## src/iutc_pkg.sv

```systemverilog
// ============================================================================
// iutc_pkg
// Types, constants and calendar tables for the ISO 8601 UTC to epoch core.
// ============================================================================
package iutc_pkg;

    // Field widths
    localparam int YEAR_W  = 14;
    localparam int FLD_W   = 7;
    localparam int POS_W   = 5;
    localparam int DAYS_W  = 24;
    localparam int TOD_W   = 17;
    localparam int PROD_W  = 41;
    localparam int EPOCH_W = 32;

    // Error kinds
    localparam logic [1:0] ERR_NONE     = 2'd0;
    localparam logic [1:0] ERR_FORMAT   = 2'd1;
    localparam logic [1:0] ERR_RANGE    = 2'd2;
    localparam logic [1:0] ERR_OVERFLOW = 2'd3;

    // Character codes
    localparam logic [7:0] CH_ZERO  = 8'h30;
    localparam logic [7:0] CH_NINE  = 8'h39;
    localparam logic [7:0] CH_DASH  = 8'h2D;
    localparam logic [7:0] CH_COLON = 8'h3A;
    localparam logic [7:0] CH_DOT   = 8'h2E;
    localparam logic [7:0] CH_T     = 8'h54;
    localparam logic [7:0] CH_Z     = 8'h5A;

    // Calendar constants
    localparam logic [YEAR_W-1:0] YEAR_BASE  = 14'd1970;
    localparam logic [DAYS_W-1:0] LEAPS_BASE = 24'd477;   // leap days through 1969
    localparam logic [FLD_W-1:0]  HOUR_MAX   = 7'd23;
    localparam logic [FLD_W-1:0]  MINSEC_MAX = 7'd59;
    localparam logic [FLD_W-1:0]  MONTH_MAX  = 7'd12;

    // Parsed fields of one timestamp
    typedef struct packed {
        logic              fmt_bad;
        logic [YEAR_W-1:0] year;
        logic [FLD_W-1:0]  month;
        logic [FLD_W-1:0]  day;
        logic [FLD_W-1:0]  hour;
        logic [FLD_W-1:0]  minute;
        logic [FLD_W-1:0]  second;
    } fld_t;

    // Day count and time of day after the calendar stages
    typedef struct packed {
        logic [1:0]        kind;
        logic [DAYS_W-1:0] days;
        logic [TOD_W-1:0]  tod;
    } cal_t;

    // Days in a month (non-leap), index is month - 1
    function automatic logic [4:0] month_days(input logic [3:0] mi);
        logic [4:0] d;
        unique case (mi)
            4'd1:                      d = 5'd28;
            4'd3, 4'd5, 4'd8, 4'd10:   d = 5'd30;
            default:                   d = 5'd31;
        endcase
        return d;
    endfunction

    // Days before the first of a month (non-leap), index is month - 1
    function automatic logic [8:0] days_before_month(input logic [3:0] mi);
        logic [8:0] d;
        unique case (mi)
            4'd0:    d = 9'd0;
            4'd1:    d = 9'd31;
            4'd2:    d = 9'd59;
            4'd3:    d = 9'd90;
            4'd4:    d = 9'd120;
            4'd5:    d = 9'd151;
            4'd6:    d = 9'd181;
            4'd7:    d = 9'd212;
            4'd8:    d = 9'd243;
            4'd9:    d = 9'd273;
            4'd10:   d = 9'd304;
            4'd11:   d = 9'd334;
            default: d = 9'd0;
        endcase
        return d;
    endfunction

endpackage

```

## src/iutc_parser.sv

```systemverilog
// ============================================================================
// iutc_parser
// Character-level parser: checks separators and digits, accumulates fields,
// and hands the finished field record to the calendar stages.
// ============================================================================
module iutc_parser
(
    input  logic                clk,
    input  logic                rst_n,
    input  logic                in_valid,
    output logic                in_ready,
    input  logic [7:0]          char_code,
    input  logic                is_last,
    output logic                out_valid,
    input  logic                out_ready,
    output iutc_pkg::fld_t      fld
);

    typedef enum logic [1:0] {SUF_NONE, SUF_DOT, SUF_OTHER} suffix_t;

    localparam logic [iutc_pkg::POS_W-1:0] POS_SUFFIX = 5'd19;
    localparam logic [iutc_pkg::POS_W-1:0] POS_MAX    = 5'd20;

    logic [iutc_pkg::POS_W-1:0]  pos_reg, pos_next;
    logic [iutc_pkg::YEAR_W-1:0] year_reg, year_next;
    logic [iutc_pkg::FLD_W-1:0]  month_reg, month_next;
    logic [iutc_pkg::FLD_W-1:0]  day_reg, day_next;
    logic [iutc_pkg::FLD_W-1:0]  hour_reg, hour_next;
    logic [iutc_pkg::FLD_W-1:0]  minute_reg, minute_next;
    logic [iutc_pkg::FLD_W-1:0]  second_reg, second_next;
    logic                        fmt_reg, fmt_next;
    suffix_t                     suffix_reg, suffix_next;

    logic                        out_valid_reg;
    iutc_pkg::fld_t              fld_reg;

    logic                        accept;
    logic                        is_digit;
    logic [3:0]                  digit;
    logic                        fmt_final;

    // Digit decode
    assign is_digit = (char_code >= iutc_pkg::CH_ZERO) && (char_code <= iutc_pkg::CH_NINE);
    assign digit    = char_code[3:0];

    assign in_ready  = !out_valid_reg || out_ready;
    assign accept    = in_valid && in_ready;
    assign out_valid = out_valid_reg;
    assign fld       = fld_reg;

    // Per-character field update
    always_comb
    begin
        pos_next    = (pos_reg < POS_MAX) ? pos_reg + 5'd1 : POS_MAX;
        year_next   = year_reg;
        month_next  = month_reg;
        day_next    = day_reg;
        hour_next   = hour_reg;
        minute_next = minute_reg;
        second_next = second_reg;
        fmt_next    = fmt_reg;
        suffix_next = suffix_reg;
        case (pos_reg) inside
            5'd0, 5'd1, 5'd2, 5'd3:
            begin
                if (is_digit)
                    year_next = (year_reg << 3) + (year_reg << 1) + 14'(digit);
                else
                    fmt_next = 1'b1;
            end
            5'd5, 5'd6:
            begin
                if (is_digit)
                    month_next = (month_reg << 3) + (month_reg << 1) + 7'(digit);
                else
                    fmt_next = 1'b1;
            end
            5'd8, 5'd9:
            begin
                if (is_digit)
                    day_next = (day_reg << 3) + (day_reg << 1) + 7'(digit);
                else
                    fmt_next = 1'b1;
            end
            5'd11, 5'd12:
            begin
                if (is_digit)
                    hour_next = (hour_reg << 3) + (hour_reg << 1) + 7'(digit);
                else
                    fmt_next = 1'b1;
            end
            5'd14, 5'd15:
            begin
                if (is_digit)
                    minute_next = (minute_reg << 3) + (minute_reg << 1) + 7'(digit);
                else
                    fmt_next = 1'b1;
            end
            5'd17, 5'd18:
            begin
                if (is_digit)
                    second_next = (second_reg << 3) + (second_reg << 1) + 7'(digit);
                else
                    fmt_next = 1'b1;
            end
            5'd4, 5'd7:
            begin
                if (char_code != iutc_pkg::CH_DASH)
                    fmt_next = 1'b1;
            end
            5'd10:
            begin
                if (char_code != iutc_pkg::CH_T)
                    fmt_next = 1'b1;
            end
            5'd13, 5'd16:
            begin
                if (char_code != iutc_pkg::CH_COLON)
                    fmt_next = 1'b1;
            end
            POS_SUFFIX:
            begin
                suffix_next = (char_code == iutc_pkg::CH_DOT) ? SUF_DOT : SUF_OTHER;
            end
            default:
            begin
            end
        endcase
    end

    // Length and terminator check on the last character
    always_comb
    begin
        fmt_final = fmt_next;
        if (pos_reg < POS_SUFFIX)
            fmt_final = 1'b1;
        else if (pos_reg == POS_SUFFIX)
        begin
            if (char_code != iutc_pkg::CH_Z)
                fmt_final = 1'b1;
        end
        else if ((char_code != iutc_pkg::CH_Z) || (suffix_next != SUF_DOT))
            fmt_final = 1'b1;
    end

    // Parse state; cleared after the last character
    always_ff @(posedge clk or negedge rst_n)
    begin
        if (!rst_n)
        begin
            pos_reg       <= '0;
            year_reg      <= '0;
            month_reg     <= '0;
            day_reg       <= '0;
            hour_reg      <= '0;
            minute_reg    <= '0;
            second_reg    <= '0;
            fmt_reg       <= 1'b0;
            suffix_reg    <= SUF_NONE;
            out_valid_reg <= 1'b0;
        end
        else
        begin
            if (in_ready)
                out_valid_reg <= accept && is_last;
            if (accept)
            begin
                if (is_last)
                begin
                    pos_reg    <= '0;
                    year_reg   <= '0;
                    month_reg  <= '0;
                    day_reg    <= '0;
                    hour_reg   <= '0;
                    minute_reg <= '0;
                    second_reg <= '0;
                    fmt_reg    <= 1'b0;
                    suffix_reg <= SUF_NONE;
                end
                else
                begin
                    pos_reg    <= pos_next;
                    year_reg   <= year_next;
                    month_reg  <= month_next;
                    day_reg    <= day_next;
                    hour_reg   <= hour_next;
                    minute_reg <= minute_next;
                    second_reg <= second_next;
                    fmt_reg    <= fmt_next;
                    suffix_reg <= suffix_next;
                end
            end
        end
    end

    // Finished field record
    always_ff @(posedge clk)
    begin
        if (accept && is_last)
        begin
            fld_reg.fmt_bad <= fmt_final;
            fld_reg.year    <= year_next;
            fld_reg.month   <= month_next;
            fld_reg.day     <= day_next;
            fld_reg.hour    <= hour_next;
            fld_reg.minute  <= minute_next;
            fld_reg.second  <= second_next;
        end
    end

endmodule

```

## src/iutc_calendar.sv

```systemverilog
// ============================================================================
// iutc_calendar
// Two stages: range checks and division by 100, then leap rule, day-of-month
// check and the closed-form day count since 1970.
// ============================================================================
module iutc_calendar
(
    input  logic                clk,
    input  logic                rst_n,
    input  logic                in_valid,
    output logic                in_ready,
    input  iutc_pkg::fld_t      fld,
    output logic                out_valid,
    input  logic                out_ready,
    output iutc_pkg::cal_t      cal
);

    // Stage B registers
    logic                        b_valid_reg;
    logic                        b_ready;
    logic [1:0]                  b_kind_reg;
    logic [iutc_pkg::YEAR_W-1:0] b_year_reg;
    logic [iutc_pkg::YEAR_W-1:0] b_prev_reg;
    logic [3:0]                  b_mi_reg;
    logic [iutc_pkg::FLD_W-1:0]  b_day_reg;
    logic [7:0]                  b_q100_reg;
    logic [iutc_pkg::TOD_W-1:0]  b_tod_reg;

    // Stage C registers
    logic                        c_valid_reg;
    iutc_pkg::cal_t              c_cal_reg;

    logic                        range_bad;
    logic [iutc_pkg::YEAR_W-1:0] prev_year;
    logic [26:0]                 q100_prod;
    logic [iutc_pkg::TOD_W-1:0]  tod;

    logic [iutc_pkg::YEAR_W-1:0] r100;
    logic                        div100;
    logic                        div400;
    logic                        leap;
    logic [5:0]                  dim;
    logic [1:0]                  kind_c;
    logic [iutc_pkg::DAYS_W-1:0] days;

    assign b_ready   = !b_valid_reg || !c_valid_reg || out_ready;
    assign in_ready  = b_ready;
    assign out_valid = c_valid_reg;
    assign cal       = c_cal_reg;

    // Stage B: range checks, floor((year-1)/100) by reciprocal, time of day
    assign range_bad = (fld.hour > iutc_pkg::HOUR_MAX) || (fld.minute > iutc_pkg::MINSEC_MAX)
                    || (fld.second > iutc_pkg::MINSEC_MAX) || (fld.year < iutc_pkg::YEAR_BASE)
                    || (fld.month == '0) || (fld.month > iutc_pkg::MONTH_MAX)
                    || (fld.day == '0);
    assign prev_year = fld.year - 14'd1;
    assign q100_prod = 27'(prev_year) * 27'd5243;
    assign tod       = 17'(17'(fld.hour) * 17'd3600 + 17'(fld.minute) * 17'd60
                         + 17'(fld.second));

    // Stage C: leap rule from remainder of (year-1)/100, day count
    assign r100   = b_prev_reg - 14'(b_q100_reg) * 14'd100;
    assign div100 = (r100 == 14'd99);
    assign div400 = div100 && (b_q100_reg[1:0] == 2'b11);
    assign leap   = (b_year_reg[1:0] == 2'b00) && (!div100 || div400);
    assign dim    = 6'(iutc_pkg::month_days(b_mi_reg))
                  + 6'((b_mi_reg == 4'd1) && leap);

    always_comb
    begin
        kind_c = b_kind_reg;
        if ((b_kind_reg == iutc_pkg::ERR_NONE) && (7'(dim) < b_day_reg))
            kind_c = iutc_pkg::ERR_RANGE;
    end

    assign days = 24'(24'(b_year_reg - iutc_pkg::YEAR_BASE) * 24'd365)
                + 24'(b_prev_reg >> 2) - 24'(b_q100_reg) + 24'(b_q100_reg >> 2)
                - iutc_pkg::LEAPS_BASE
                + 24'(iutc_pkg::days_before_month(b_mi_reg))
                + 24'((b_mi_reg > 4'd1) && leap)
                + 24'(b_day_reg) - 24'd1;

    // Stage valids
    always_ff @(posedge clk or negedge rst_n)
    begin
        if (!rst_n)
        begin
            b_valid_reg <= 1'b0;
            c_valid_reg <= 1'b0;
        end
        else
        begin
            if (b_ready)
                b_valid_reg <= in_valid;
            if (!c_valid_reg || out_ready)
                c_valid_reg <= b_valid_reg;
        end
    end

    // Stage payloads
    always_ff @(posedge clk)
    begin
        if (b_ready && in_valid)
        begin
            b_kind_reg <= fld.fmt_bad ? iutc_pkg::ERR_FORMAT
                        : (range_bad ? iutc_pkg::ERR_RANGE : iutc_pkg::ERR_NONE);
            b_year_reg <= fld.year;
            b_prev_reg <= prev_year;
            b_mi_reg   <= 4'(fld.month - 7'd1);
            b_day_reg  <= fld.day;
            b_q100_reg <= q100_prod[26:19];
            b_tod_reg  <= tod;
        end
        if ((!c_valid_reg || out_ready) && b_valid_reg)
        begin
            c_cal_reg.kind <= kind_c;
            c_cal_reg.days <= days;
            c_cal_reg.tod  <= b_tod_reg;
        end
    end

endmodule

```

## src/iutc_epoch.sv

```systemverilog
// ============================================================================
// iutc_epoch
// Day count times 86400, then add of time of day, overflow check and the
// result register.
// ============================================================================
module iutc_epoch
(
    input  logic                          clk,
    input  logic                          rst_n,
    input  logic                          in_valid,
    output logic                          in_ready,
    input  iutc_pkg::cal_t                cal,
    output logic                          out_valid,
    input  logic                          out_ready,
    output logic                          valid_res,
    output logic [1:0]                    error_kind,
    output logic [iutc_pkg::EPOCH_W-1:0]  epoch_seconds
);

    logic                         d_valid_reg;
    logic                         d_ready;
    logic [1:0]                   d_kind_reg;
    logic [iutc_pkg::PROD_W-1:0]  d_prod_reg;
    logic [iutc_pkg::TOD_W-1:0]   d_tod_reg;

    logic                         e_valid_reg;
    logic                         e_ok_reg;
    logic [1:0]                   e_kind_reg;
    logic [iutc_pkg::EPOCH_W-1:0] e_epoch_reg;

    logic                         e_ready;
    logic [iutc_pkg::PROD_W:0]    sum;
    logic [1:0]                   kind_e;

    assign e_ready  = !e_valid_reg || out_ready;
    assign d_ready  = !d_valid_reg || e_ready;
    assign in_ready = d_ready;

    assign out_valid     = e_valid_reg;
    assign valid_res     = e_ok_reg;
    assign error_kind    = e_kind_reg;
    assign epoch_seconds = e_epoch_reg;

    // Final add and 32-bit overflow check
    assign sum = 42'(d_prod_reg) + 42'(d_tod_reg);

    always_comb
    begin
        kind_e = d_kind_reg;
        if ((d_kind_reg == iutc_pkg::ERR_NONE) && (|sum[iutc_pkg::PROD_W:iutc_pkg::EPOCH_W]))
            kind_e = iutc_pkg::ERR_OVERFLOW;
    end

    // Stage valids
    always_ff @(posedge clk or negedge rst_n)
    begin
        if (!rst_n)
        begin
            d_valid_reg <= 1'b0;
            e_valid_reg <= 1'b0;
        end
        else
        begin
            if (d_ready)
                d_valid_reg <= in_valid;
            if (e_ready)
                e_valid_reg <= d_valid_reg;
        end
    end

    // Multiply stage and result register
    always_ff @(posedge clk)
    begin
        if (d_ready && in_valid)
        begin
            d_kind_reg <= cal.kind;
            d_prod_reg <= 41'(cal.days) * 41'd86400;
            d_tod_reg  <= cal.tod;
        end
        if (e_ready && d_valid_reg)
        begin
            e_ok_reg    <= (kind_e == iutc_pkg::ERR_NONE);
            e_kind_reg  <= kind_e;
            e_epoch_reg <= (kind_e == iutc_pkg::ERR_NONE) ? sum[iutc_pkg::EPOCH_W-1:0] : '0;
        end
    end

endmodule

```

## src/iso_utc_timestamp_to_epoch_core.sv

```systemverilog
// Result path: after the last character is accepted, its result passes the parse register,
//   two calendar stages, the multiply stage and the result register before it shows on m_tvalid.
// Throughput: one character per cycle while no stall holds the input; each stage holds only
//   while the one after it is full and stalled, so backpressure ripples back from m_tready.
// Reset (rst_n low, asynchronous): parse state and all stage valids clear at once.
// ============================================================================
// iso_utc_timestamp_to_epoch_core
// ISO 8601 UTC timestamp text in, one character per request; Unix epoch
// seconds with valid flag and error kind out, one request per timestamp.
// ============================================================================
module iso_utc_timestamp_to_epoch_core
(
    input  logic        clk,
    input  logic        rst_n,
    input  logic        s_tvalid,
    output logic        s_tready,
    input  logic [7:0]  s_tdata,   // [7:0] char_code
    input  logic        s_tlast,   // is_last
    output logic        m_tvalid,
    input  logic        m_tready,
    output logic [39:0] m_tdata    // [0] valid_res, [2:1] error_kind, [34:3] epoch_seconds
);

    iutc_pkg::fld_t               fld;
    iutc_pkg::cal_t               cal;
    logic                         fld_valid;
    logic                         fld_ready;
    logic                         cal_valid;
    logic                         cal_ready;
    logic                         valid_res;
    logic [1:0]                   error_kind;
    logic [iutc_pkg::EPOCH_W-1:0] epoch_seconds;

    iutc_parser u_parser
    (
        .clk       (clk),
        .rst_n     (rst_n),
        .in_valid  (s_tvalid),
        .in_ready  (s_tready),
        .char_code (s_tdata),
        .is_last   (s_tlast),
        .out_valid (fld_valid),
        .out_ready (fld_ready),
        .fld       (fld)
    );

    iutc_calendar u_calendar
    (
        .clk       (clk),
        .rst_n     (rst_n),
        .in_valid  (fld_valid),
        .in_ready  (fld_ready),
        .fld       (fld),
        .out_valid (cal_valid),
        .out_ready (cal_ready),
        .cal       (cal)
    );

    iutc_epoch u_epoch
    (
        .clk           (clk),
        .rst_n         (rst_n),
        .in_valid      (cal_valid),
        .in_ready      (cal_ready),
        .cal           (cal),
        .out_valid     (m_tvalid),
        .out_ready     (m_tready),
        .valid_res     (valid_res),
        .error_kind    (error_kind),
        .epoch_seconds (epoch_seconds)
    );

    // Result packing, zero padded to whole bytes
    assign m_tdata = {5'b0, epoch_seconds, error_kind, valid_res};

endmodule

```

## config.mk

```make
export PLATFORM = sky130hd
export DESIGN_NAME = iso_utc_timestamp_to_epoch_core
export DESIGN_NICKNAME = d
export VERILOG_FILES = /design/src/iutc_pkg.sv /design/src/iutc_parser.sv /design/src/iutc_calendar.sv /design/src/iutc_epoch.sv /design/src/iso_utc_timestamp_to_epoch_core.sv
export SDC_FILE = /design/constraint.sdc
export NUM_CORES = 1
export LEC_CHECK = 0
export BUFFER_PORTS_ARGS = -buffer_cell sky130_fd_sc_hd__buf_2
export CORE_MARGIN = 4
export CORE_UTILIZATION = 50
export DETAILED_ROUTE_END_ITERATION = 12
export PLACE_DENSITY_LB_ADDON = 0.1
export SYNTH_ARGS = -nofsm -noshare
export SYNTH_HDL_FRONTEND = slang
export SYNTH_SLANG_ARGS = --single-unit
```

## constraint.sdc

```tcl
create_clock -name clk -period 19.5 [get_ports clk]
set_input_delay 0 -clock clk [delete_from_list [all_inputs] [get_ports clk]]
set_output_delay 0 -clock clk [all_outputs]
set_load 0.02 [all_outputs]
```

# Yosys cells after proc, flatten, opt, wreduce, memory -nomap -nowiden
# Memory sizes are Yosys's and may differ from the RTL's. A register that Yosys moved wholly into a read port is not among the register bits.
# Index checks and enable logic that the tools add are counted.
# word_totals
register_bits	309
wordCells	234
output_inout_bits	42
inputBits	13
romBits	144
n_memories	1
# mem_list
name	words	width	read_ports	rd_clocked_by_memory_dff	write_ports	line	rtl
(name not given)	16	9	1	1	0	iutc_pkg.sv:70	unique case (mi)
# op_classes
n_mul	6
mux	68
addsub	29
n_eq_ne	32
reduce_logical	50
order_cmp	11
# op_table
operator	n
7-bit 2-to-1 mux	30
41-bit by 17-bit adder with 42-bit output	1
14-bit 2-to-1 mux	3
5-bit by 4-bit == test with 1-bit output, second input constant	8
7-bit by 4-bit adder with 7-bit output	5
7-bit adder	5
24-bit by 10-bit multiplier with 34-bit output, second input constant	1
2-bit 2-to-1 mux	14
14-bit by 13-bit multiplier with 27-bit output, second input constant	1
24-bit by 1-bit adder with 24-bit output	1
24-bit by 12-bit adder with 24-bit output	1
24-bit by 6-bit adder with 24-bit output	1
24-bit by 7-bit adder with 24-bit output	1
24-bit by 9-bit adder with 24-bit output	1
24-bit by 9-bit multiplier with 24-bit output, second input constant	1
24-bit by 1-bit subtractor with 24-bit output, second input constant	1
24-bit by 8-bit subtractor with 24-bit output	1
24-bit by 9-bit subtractor with 24-bit output, second input constant	1
5-bit by 3-bit == test with 1-bit output, second input constant	4
5-bit == test, second input constant	4
17-bit by 13-bit adder with 17-bit output	1
17-bit by 7-bit adder with 17-bit output	1
1-bit 2-to-1 mux	17
8-bit by 6-bit != test with 1-bit output, second input constant	2
other kinds (43)	90

# Logic depth before layout (Yosys ltp)
# Gate-level depths: netlist (run 1).
# logic_depth
ltp_word	16
mapped_depth	40
mapped_depth_nobuf	40

# Modules after synthesis
# Synthesis (run 1) repeated with hierarchy kept, for this count alone.
# unflattened
hier_cells	2845
area_unflattened_um2	30668.2
# by_module_without_submodules
module	area_per_inst_um2	cells_each	seq_area_each_um2	instances
iutc_calendar	15740.1	1473	3503.4	1
iutc_epoch	8055.2	734	2692.6	1
iutc_parser	6824.0	631	2952.8	1
iso_utc_timestamp_to_epoch_core	48.8	7	0.0	1

# Worst setup path before layout (run 1)
# OpenSTA, ideal clock, no wires.
# synth_path
path_type	register to register
start	register u_calendar.b_q100_reg[3]
end	register u_calendar.c_cal_reg (netlist bit u_calendar.cal[39]), data pin
setup_time_ns	0.265
period_less_slack_ns	8.353
arrival_time_ns	8.088
setup_slack_ns	11.147
n_path_buf	0
required_ns	19.235
path_stages_with_launch	38
path_cell_list	edfxtp_1 ha_1 ha_1 fa_1 ha_1 nor2b_1 o21ai_0 nand2b_1 a21o_1 a21oi_1 xor2_1 ha_1 xnor3_1 or2_2 mux2i_1 nand3_1 o311a_1 fa_1 [2 not listed] inv_1 ha_1 ha_1 inv_1 fa_1 fa_1 inv_1 ha_1 inv_1 fa_1 nor2b_1 o21ai_0 a21bo_2 a211oi_1 nor3_1 o31ai_1 a2111o_1 nand3_1
# synth_via
elab_chain_cells	10
word_cells_on_any_way	15
classes_between	8 x add/sub; 1 x mul; 1 x eq/ne; 5 x reduce/logical
# synth_rtl
element	line	rtl
start: declaration	iutc_calendar.sv:26	logic [7:0] b_q100_reg;
start signal: assignment	iutc_calendar.sv:111	b_q100_reg <= q100_prod[26:19];
parallel branches: the longest is 7 deep, another holds 24-bit by 8-bit subtractor with 24-bit output	n/a	
24-bit by 1-bit adder with 24-bit output (*)	iutc_calendar.sv:80	+ 24'((b_mi_reg > 4'd1) && leap)
24-bit by 7-bit adder with 24-bit output (*)	iutc_calendar.sv:81	+ 24'(b_day_reg) - 24'd1;
24-bit by 1-bit subtractor with 24-bit output (*)	iutc_calendar.sv:81	
named net u_calendar.days (one bit)	iutc_calendar.sv:44	logic [iutc_pkg::DAYS_W-1:0] days;
end: declaration	iutc_calendar.sv:31	iutc_pkg::cal_t c_cal_reg;
# Mark *: on every way through the listed nets, which the timed path passes.
# A chain may end at the register's enable or synchronous reset.

# Final worst setup path (run 1)
# Same ends and word-level chain as after synthesis.

==> metrics, run 1 <==
run status finished clean; category of the worst setup path launch point register; initial cell density of the core 50.7%; weighted congestion at the end of routability-driven global placement 0.884; final worst-path cycle share 46.8%; uppermost layer routed met5; share of final-layout standard cells stronger than drive strength 1 5.07%; GRT Overall Usage 19.6%; CTS root buf clkbuf_16; total wire length after detailed routing 60.3 mm; routed length on met1 27.3 mm; dpl hpwl 49.7 mm; overall die area 0.0639 mm2; start of the worst register-to-register path u_calendar.b_q100_reg[3]; number of buffers created by CTS 37; number of DRC markers in iteration 0 684; clock tree from TritonCTS yes; total length of routed met2 wires 29.9 mm; Detailed Routing Iterations Pass 1 5; setup repair after global routing missed its margin no; number of distinct library cells after synthesis 77; post-detailed-route DRC marker count 0; commonest register cell after synthesis edfxtp_1; Worst EP arrival 9.41 ns; number of pins with negative max-slew slack in the final report 0; GR Overflow Total 0; most common cell type on the critical path ha_1; vertical die dimension 253 um; share of flip-flops with an asynchronous set or reset 19.5%; via density per instance 5.25; global-route wire length before repair 102 mm; post-synthesis instance area 0.0300 mm2; top-level port count 55; Worst-Skew Late Latency 0.54 ns; most used cells in the layout excluding fill and tap cells 604 x inv_1, 502 x ha_1, 254 x fa_1, 247 x edfxtp_1, 115 x nand2_1; slew at the pin with the worst max-slew slack 1.16 ns; core region area 0.0591 mm2; Worst Hold Slack 0.0579 ns; total negative slack for setup checks 0 ns; hold path startpoint s_tdata[4]; Reg2Reg Setup Slack 10.37 ns; worst min-delay path class in2reg; setup bufs post-CTS 0; per-instance average area after synthesis 10.7 um2; Setup Skew 0.0128 ns; RR Endpoint u_calendar.cal[39]; largest driver fanout on the critical path 5; mean routed wirelength per cell 16.4 um; Antenna Violating Nets Remaining 0; clock slew at reported path FFs 0.06 ns; die outline width 253 um; Worst Reg2Reg Path Length in Cells 37; Max Buffers Root-to-Sink 3; cell at the slowest stage of the critical path edfxtp_1; number of flip-flops under the largest register name 50; Final Hold Violating Endpoints 0; number of antenna violations at the first check in global routing 1; largest incremental delay on the critical path 0.51 ns; Crit. End Element register; largest net degree at the start of global routing 67; DR vias 19,300; sequential cell area fraction in the yosys report 30.5%; Worst slew margin 22.6%; Cell Rows 89; # clock sinks 318; EDFF count, synth 247; most common library cell in the layout ignoring fill and taps inv_1; Inserted Diodes 0; number of nets in the final layout 3,640; number of maximum-capacitance violations 0; total setup violations reported at the end of the flow 0; total number of H-tree levels 2; synthesis warning total 0; max frequency 110 MHz; cell depth of the worst hold path 4; number of port buffers 49; hold endpoint u_parser.fmt_reg; worst endpoint required time 19.78 ns; number of instances in the synthesized netlist 2,802; CP Class reg2reg; via count of the first global-routing pass 20,200; Synth Register Bits 318; sum of met3 wire segment lengths after detailed routing 1.75 mm; area added between synthesis and finish 7.62%; Period minus WS final 9.13 ns
-- cell type report --
class | instances | area [um2]
Clock inverter | 17 | 114
Timing Repair Buffer | 62 | 358
Inverter | 606 | 2270
Fill cell | 5151 | 26900
Clock buffer | 50 | 996
Multi-Input combinational cell | 1846 | 18400
Sequential cell | 318 | 9150
Tap cell | 773 | 967
-- logic make-up (layout without fill, tap and decap cells) --
| kind of cell | count (synthesis) | in the layout | synth area share [%] |
|---|---|---|---|
| AND/OR/NAND/NOR | 454 | 454 | 7.60 |
| other | 1 | 6 | 0.0125 |
| AO/OA/AOI/OAI | 433 | 433 | 9.75 |
| flip-flops | 318 | 318 | 30.5 |
| buffers and inverters | 643 | 735 | 8.19 |
| multiplexers | 28 | 28 | 1.03 |
| adder cells (fa/ha/maj) | 756 | 756 | 37.9 |
| XOR/XNOR | 169 | 169 | 4.98 |
-- repair_timing --
| action | CTS | global route |
|---|---|---|
| hold buffers | 6 | 0 |
| endpoints found under the hold margin | 77 | 0 |
| gates resized for setup | 0 | 0 |
-- how the worst max path moves through the flow --
| stage | from | to | slack [ns] | depth (start not counted) |
|---|---|---|---|---|
| 2_1_floorplan | u_calendar.b_q100_reg[3] | u_calendar.cal[39] | 11.15 | 37 |
| 3_3_place_gp | u_calendar.b_q100_reg[3] | u_calendar.cal[39] | 10.42 | 37 |
| 3_5_place_dp | u_calendar.b_q100_reg[3] | u_calendar.cal[39] | 10.35 | 37 |
| 4_1_cts | u_calendar.b_q100_reg[3] | u_calendar.cal[39] | 10.32 | 37 |
| 5_1_grt | u_calendar.b_q100_reg[3] | u_calendar.cal[39] | 9.84 | 37 |
| 6_report | u_calendar.b_q100_reg[3] | u_calendar.cal[39] | 10.37 | 37 |
-- stage by stage --
step / worst slack [ns] / util [%] / std cells / cell area (um2)
after global routing: 9.84 / 54.6 / 3672 / 32300
after floorplan: 11.15 / - / 2807 / 30000
after detailed placement: 10.35 / 52.6 / 3599 / 31100
final: 10.37 / 54.6 / 3672 / 32300
after global placement: 10.42 / 52.6 / 3599 / 31100
after CTS: 10.32 / 54.6 / 3672 / 32300
-- metal layers --
metal  track usage [%]  vias to the layer above
met5                 0                        -
met4              5.01                        2
met3              2.38                       75
met2              34.7                      257
met1              25.8                     9324
li1                  -                     9614
-- Yosys cell counts, types with 10 or more instances --
cell	n	share of area, %
inv_1	606	7.6
ha_1	502	21
fa_1	254	17
edfxtp_1	247	25
nand2_1	115	1.4
xnor2_1	104	3.0
a21oi_1	100	1.7
nor2_1	92	1.2
o21ai_0	87	1.5
nor3_1	72	1.2
xor2_1	64	1.9
dfrtp_1	62	5.2
a21o_1	58	1.5
a22o_1	46	1.3
nand3_1	43	0.72
clkbuf_1	26	0.33
nand2b_1	23	0.48
mux2_2	22	0.83
o21bai_1	16	0.40
nor2b_1	15	0.31
a211oi_1	13	0.33
a31oi_1	12	0.25
nor4_1	12	0.25
o31ai_1	12	0.30
and3_1	11	0.23
nand4_1	11	0.23
o21a_1	11	0.28
o211ai_1	10	0.25
or3_1	10	0.21
-- critical path: cells and delay by family (launching register included) --
kind            cells  cell delay, ns
simple gates        7            0.98
compound gates      9            2.00
mux                 1            0.17
flops               1            0.51
xor+xnor            2            0.53
buf+inv             5            0.35
fa+ha+maj          13            4.34
Power of run 1 is left out: the tool's default activity adds up to more than one toggle a clock period on the data nets, which glitch-free logic cannot reach.
==> run 2: changes to the inputs <==
Clock period 19.5 ns to 9 ns, I/O delays scaled along.
==> run 2 against run 1 <==
Net effect: final cell count grew 0.54%; critical path depth stayed put; hold slack better by 0.00075 ns; critical path type unchanged.
==> metrics, run 2 (synthesis results as in run 1) <==
clock slew at reported path FFs 0.06 ns (about the same); largest net degree at the start of global routing 67 (unchanged); number of buffers created by CTS 38 (was 37); Max Buffers Root-to-Sink 3 (unchanged); Period minus WS final 8.66 ns (was 9.13 ns); most common library cell in the layout ignoring fill and taps inv_1 (unchanged); cell at the slowest stage of the critical path fa_1 (was edfxtp_1); CTS root buf clkbuf_16 (unchanged); via count of the first global-routing pass 20,400 (was 20,200); worst endpoint required time 9.30 ns (was 19.78 ns); slew at the pin with the worst max-slew slack 1.07 ns (was 1.16 ns); top-level port count 55 (unchanged); Worst-Skew Late Latency 0.56 ns (was 0.54 ns); global-route wire length before repair 103 mm (was 102 mm); largest driver fanout on the critical path 4 (was 5); overall die area 0.0639 mm2 (unchanged); area added between synthesis and finish 8.71% (was 7.62%); Detailed Routing Iterations Pass 1 5 (unchanged); number of nets in the final layout 3,658 (was 3,640); largest incremental delay on the critical path 0.47 ns (was 0.51 ns); Setup Skew 0.0275 ns (was 0.0128 ns); number of flip-flops under the largest register name 50 (unchanged); worst min-delay path class in2reg (unchanged); number of antenna violations at the first check in global routing 0 (was 1); total setup violations reported at the end of the flow 0 (unchanged); GRT Overall Usage 19.7% (was 19.6%); Cell Rows 89 (unchanged); Final Hold Violating Endpoints 0 (unchanged); via density per instance 5.24 (was 5.25); initial cell density of the core 50.7% (unchanged); fillers 5,106 (was 5,151); number of maximum-capacitance violations 0 (unchanged); DR vias 19,300 (about the same); final worst-path cycle share 96.2% (was 46.8%); number of non-filler instances in the completed layout 3,692 (was 3,672); total wire length after detailed routing 60.7 mm (was 60.3 mm); Crit. End Element register (unchanged); max frequency 116 MHz (was 110 MHz); most common cell type on the critical path ha_1 (unchanged); category of the worst setup path launch point register (unchanged); post-detailed-route DRC marker count 0 (unchanged); Inserted Diodes 0 (unchanged); mean routed wirelength per cell 16.5 um (was 16.4 um); run status finished clean (unchanged); weighted congestion at the end of routability-driven global placement 0.860 (was 0.884); die outline width 253 um (unchanged); number of DRC markers in iteration 0 669 (was 684); most used cells in the layout excluding fill and tap cells 604 x inv_1, 500 x ha_1, 253 x fa_1, 247 x edfxtp_1, 115 x nand2_1 (was 604 x inv_1, 502 x ha_1, 254 x fa_1, 247 x edfxtp_1, 115 x nand2_1); # clock sinks 318 (unchanged); number of port buffers 49 (unchanged); dpl hpwl 49.7 mm (about the same); CP Class reg2reg (unchanged); Cells after DPL 3,610 (was 3,599); Antenna Violating Nets Remaining 0 (unchanged); number of pins with negative max-slew slack in the final report 0 (unchanged); worst slack, placed -0.157 ns (was 10.35 ns); vertical die dimension 253 um (unchanged); setup slack after layout 0.344 ns (was 10.37 ns); Worst slew margin 27.9% (was 22.6%); share of final-layout standard cells stronger than drive strength 1 6.17% (was 5.07%); GR Overflow Total 0 (unchanged); clock tree from TritonCTS yes (unchanged); core region area 0.0591 mm2 (unchanged); Worst EP arrival 8.95 ns (was 9.41 ns); total number of H-tree levels 2 (unchanged)
-- run 2: changes by cell type in the layout (fill, tap and decap cells not counted), moves of 3 or more --
cell,before,now
buf_4,7,24
clkbuf_1,12,9
clkbuf_8,0,3
clkinv_4,6,1
clkinvlp_4,1,4
-- run 2: final cells by class --
| type | instances | area [um2] | share of cell area (%) |
|---|---|---|---|
| Multi-Input combinational cell | 1846 | 18500 | 56.6 |
| Timing Repair Buffer | 79 | 485 | 1.49 |
| Inverter | 606 | 2270 | 6.98 |
| Tap cell | 773 | 967 | 2.97 |
| Clock buffer | 52 | 1080 | 3.30 |
| Clock inverter | 18 | 181 | 0.557 |
| Sequential cell | 318 | 9150 | 28.1 |
-- run 2: through the flow --
step | utilization, % | setup TNS (ns) | cell area (um2) | hold WS, ns
after detailed placement | 52.7 | -0.216 | 31200 | 0.254
final | 55.1 | 0 | 32600 | 0.0587
after floorplan | - | 0 | 30000 | -0.296
after global routing | 55.1 | -0.0589 | 32600 | 0.0595
after global placement | 52.7 | 0 | 31200 | 0.249
after CTS | 55.0 | 0 | 32500 | 0.0224
-- run 2: timing repair --
item | in CTS | in global routing
endpoints found under the setup margin | 2 | 5
hold endpoints to repair | 77 | 0
hold buffers | 6 | 0
pin swaps | 0 | 9
setup buffers | 0 | 6
gates resized for setup | 1 | 12
-- run 2: path summary, 6_finish.rpt --
check                                    startpoint                      to  slack (ns)  cells after the start
setup / recovery           u_calendar.b_q100_reg[2]      u_calendar.cal[39]        0.34                     37
hold / removal                             s_tvalid     u_parser.pos_reg[1]        0.06                      3
setup reg to reg           u_calendar.b_q100_reg[2]      u_calendar.cal[39]        0.34                     37
hold reg to reg                   u_calendar.cal[1]    u_epoch.d_tod_reg[1]        0.42                      0
max in group asynchronous                     rst_n  u_parser.second_reg[4]        8.20                      3
min in group asynchronous                     rst_n    u_parser.year_reg[9]        0.19                      3
-- run 2: layer usage --
metal	GRT usage (%)	routed length, um	vias up
met5	0	0	-
met4	5.15	1430	0
met3	2.33	1680	86
met2	34.8	30200	249
met1	26.0	27400	9351
li1	-	-	9649
-- run 2: worst max-delay path, delay by kind of cell, from the launching register on --
family	cells	cell delay (ns)
flip-flops	1	0.44
AO/OA/AOI/OAI	9	1.76
XOR/XNOR	2	0.54
AND/OR/NAND/NOR	7	0.92
adder cells (fa/ha/maj)	13	4.19
buffers and inverters	5	0.36
multiplexers	1	0.17
Power of run 2 is left out for the same reason.
==> run 3: changes to the inputs <==
Settings changed: CELL_PAD_IN_SITES_DETAIL_PLACEMENT set to 1, CELL_PAD_IN_SITES_GLOBAL_PLACEMENT set to 1.
==> run 3 against run 2 <==
Net effect: non-clock buffer count is 1 higher; via count is 3.5% higher; routed wire length is 16% higher; critical endpoint unchanged; register-to-register slack worse by 0.11 ns.
==> metrics, run 3 (synthesis results as in run 1) <==
weighted congestion at the end of routability-driven global placement 0.848 (was 0.860); DR vias 20,000 (was 19,300); core region area 0.0591 mm2 (unchanged); GR Overflow Total 0 (unchanged); Crit. End Element register (unchanged); number of antenna violations at the first check in global routing 1 (was 0); global-route wire length before repair 116 mm (was 103 mm); Setup Skew 0.0128 ns (was 0.0275 ns); most common cell type on the critical path fa_1 (was ha_1); CP Class reg2reg (unchanged); number of flip-flops under the largest register name 50 (unchanged); Period minus WS final 8.77 ns (was 8.66 ns); Max Buffers Root-to-Sink 3 (unchanged); initial cell density of the core 50.7% (unchanged); overall die area 0.0639 mm2 (unchanged); run status finished clean (unchanged); area added between synthesis and finish 9.31% (was 8.71%); Cell Area, Placed 0.0312 mm2 (about the same); vertical die dimension 253 um (unchanged); Cell Rows 89 (unchanged); largest driver fanout on the critical path 4 (unchanged); die outline width 253 um (unchanged); number of DRC markers in iteration 0 744 (was 669); number of non-filler instances in the completed layout 3,692 (unchanged); number of buffers and inverters on the critical path 5 (unchanged); clock slew at reported path FFs 0.06 ns (about the same); Worst Hold Slack 0.0485 ns (was 0.0587 ns); number of nets in the final layout 3,659 (was 3,658); total wire length after detailed routing 70.2 mm (was 60.7 mm); post-detailed-route DRC marker count 0 (unchanged); slew at the pin with the worst max-slew slack 1.23 ns (was 1.07 ns); largest net degree at the start of global routing 63 (was 67); number of port buffers 49 (unchanged); Worst EP arrival 9.06 ns (was 8.95 ns); number of pins with negative max-slew slack in the final report 0 (unchanged); share of final-layout standard cells stronger than drive strength 1 6.68% (was 6.17%); Worst slew margin 18.3% (was 27.9%); top-level port count 55 (unchanged); total setup violations reported at the end of the flow 0 (unchanged); worst endpoint required time 9.29 ns (was 9.30 ns); final worst-path cycle share 97.5% (was 96.2%); mean routed wirelength per cell 19.0 um (was 16.5 um); GRT Overall Usage 22.3% (was 19.7%); largest incremental delay on the critical path 0.58 ns (was 0.47 ns); cell at the slowest stage of the critical path fa_1 (unchanged); Inserted Diodes 0 (unchanged); most used cells in the layout excluding fill and tap cells 602 x inv_1, 492 x ha_1, 253 x fa_1, 247 x edfxtp_1, 115 x nand2_1 (was 604 x inv_1, 500 x ha_1, 253 x fa_1, 247 x edfxtp_1, 115 x nand2_1); via count of the first global-routing pass 22,200 (was 20,400); max frequency 114 MHz (was 116 MHz); Final Hold Violating Endpoints 0 (unchanged); Worst-Skew Late Latency 0.55 ns (was 0.56 ns); number of maximum-capacitance violations 0 (unchanged); CTS root buf clkbuf_16 (unchanged); kind of cell with the highest combined delay on the critical path adder cells (unchanged); number of buffers created by CTS 38 (unchanged); Antenna Violating Nets Remaining 0 (unchanged); dpl hpwl 56.8 mm (was 49.7 mm); most common library cell in the layout ignoring fill and taps inv_1 (unchanged); category of the worst setup path launch point register (unchanged); total number of H-tree levels 2 (unchanged); via density per instance 5.42 (was 5.24); Detailed Routing Iterations Pass 1 4 (was 5); Cells after DPL 3,611 (was 3,610); clock tree from TritonCTS yes (unchanged); Final Instance Area 0.0328 mm2 (was 0.0326 mm2); # clock sinks 318 (unchanged); worst min-delay path class in2reg (unchanged)
run 3: routing by layer:
layer	track usage, %	vias up	part of all wire (%)	wire (um)
met1	28.2	10100	43	30300
met2	41.5	203	53	37000
met4	5.25	2	2.3	1610
li1	-	9631	-	-
met5	0	-	0.023	16
met3	2.10	95	1.9	1330
run 3: cell type report:
type | count | area (um2)
Clock buffer | 49 | 1070
Clock inverter | 20 | 255
Fill cell | 6323 | 26400
Inverter | 606 | 2270
Multi-Input combinational cell | 1846 | 18600
Sequential cell | 318 | 9150
Tap cell | 773 | 967
Timing Repair Buffer | 80 | 493
run 3: final timing paths:
| path | startpoint | depth (start not counted) | to | slack, ns |
|---|---|---|---|---|
| max | u_calendar.b_q100_reg[2] | 37 | u_calendar.cal[39] | 0.23 |
| min | s_tdata[4] | 4 | u_parser.fmt_reg | 0.05 |
| max reg2reg | u_calendar.b_q100_reg[2] | 37 | u_calendar.cal[39] | 0.23 |
| min reg2reg | u_calendar.b_tod_reg[8] | 0 | u_calendar.cal[8] | 0.41 |
| max in group asynchronous | rst_n | 3 | u_epoch.out_valid | 8.18 |
| min in group asynchronous | rst_n | 3 | u_parser.year_reg[2] | 0.20 |
run 3: tightest hold or removal path: cells and delay by family:
family,cells,cell delay (ns)
buffers and inverters,1,0.12
AO/OA/AOI/OAI,2,0.26
AND/OR/NAND/NOR,1,0.17
run 3: stage by stage:
step	TNS [ns]	util [%]	setup slack (ns)
after floorplan	0	-	0.647
after global placement	0	52.7	0.0358
after detailed placement	-0.505	52.7	-0.300
after CTS	0	55.1	0.0103
after global routing	-0.402	55.4	-0.169
final	0	55.4	0.229
run 3: what timing repair did:
item                                    in CTS  in global routing
hold buffers                                 6                  0
endpoints found under the hold margin       73                  0
endpoints found under the setup margin       3                 10
buffers inserted                             3                  3
gates resized for setup                      3                 24
pin swaps                                    1                 13
Power of run 3 is left out for the same reason.
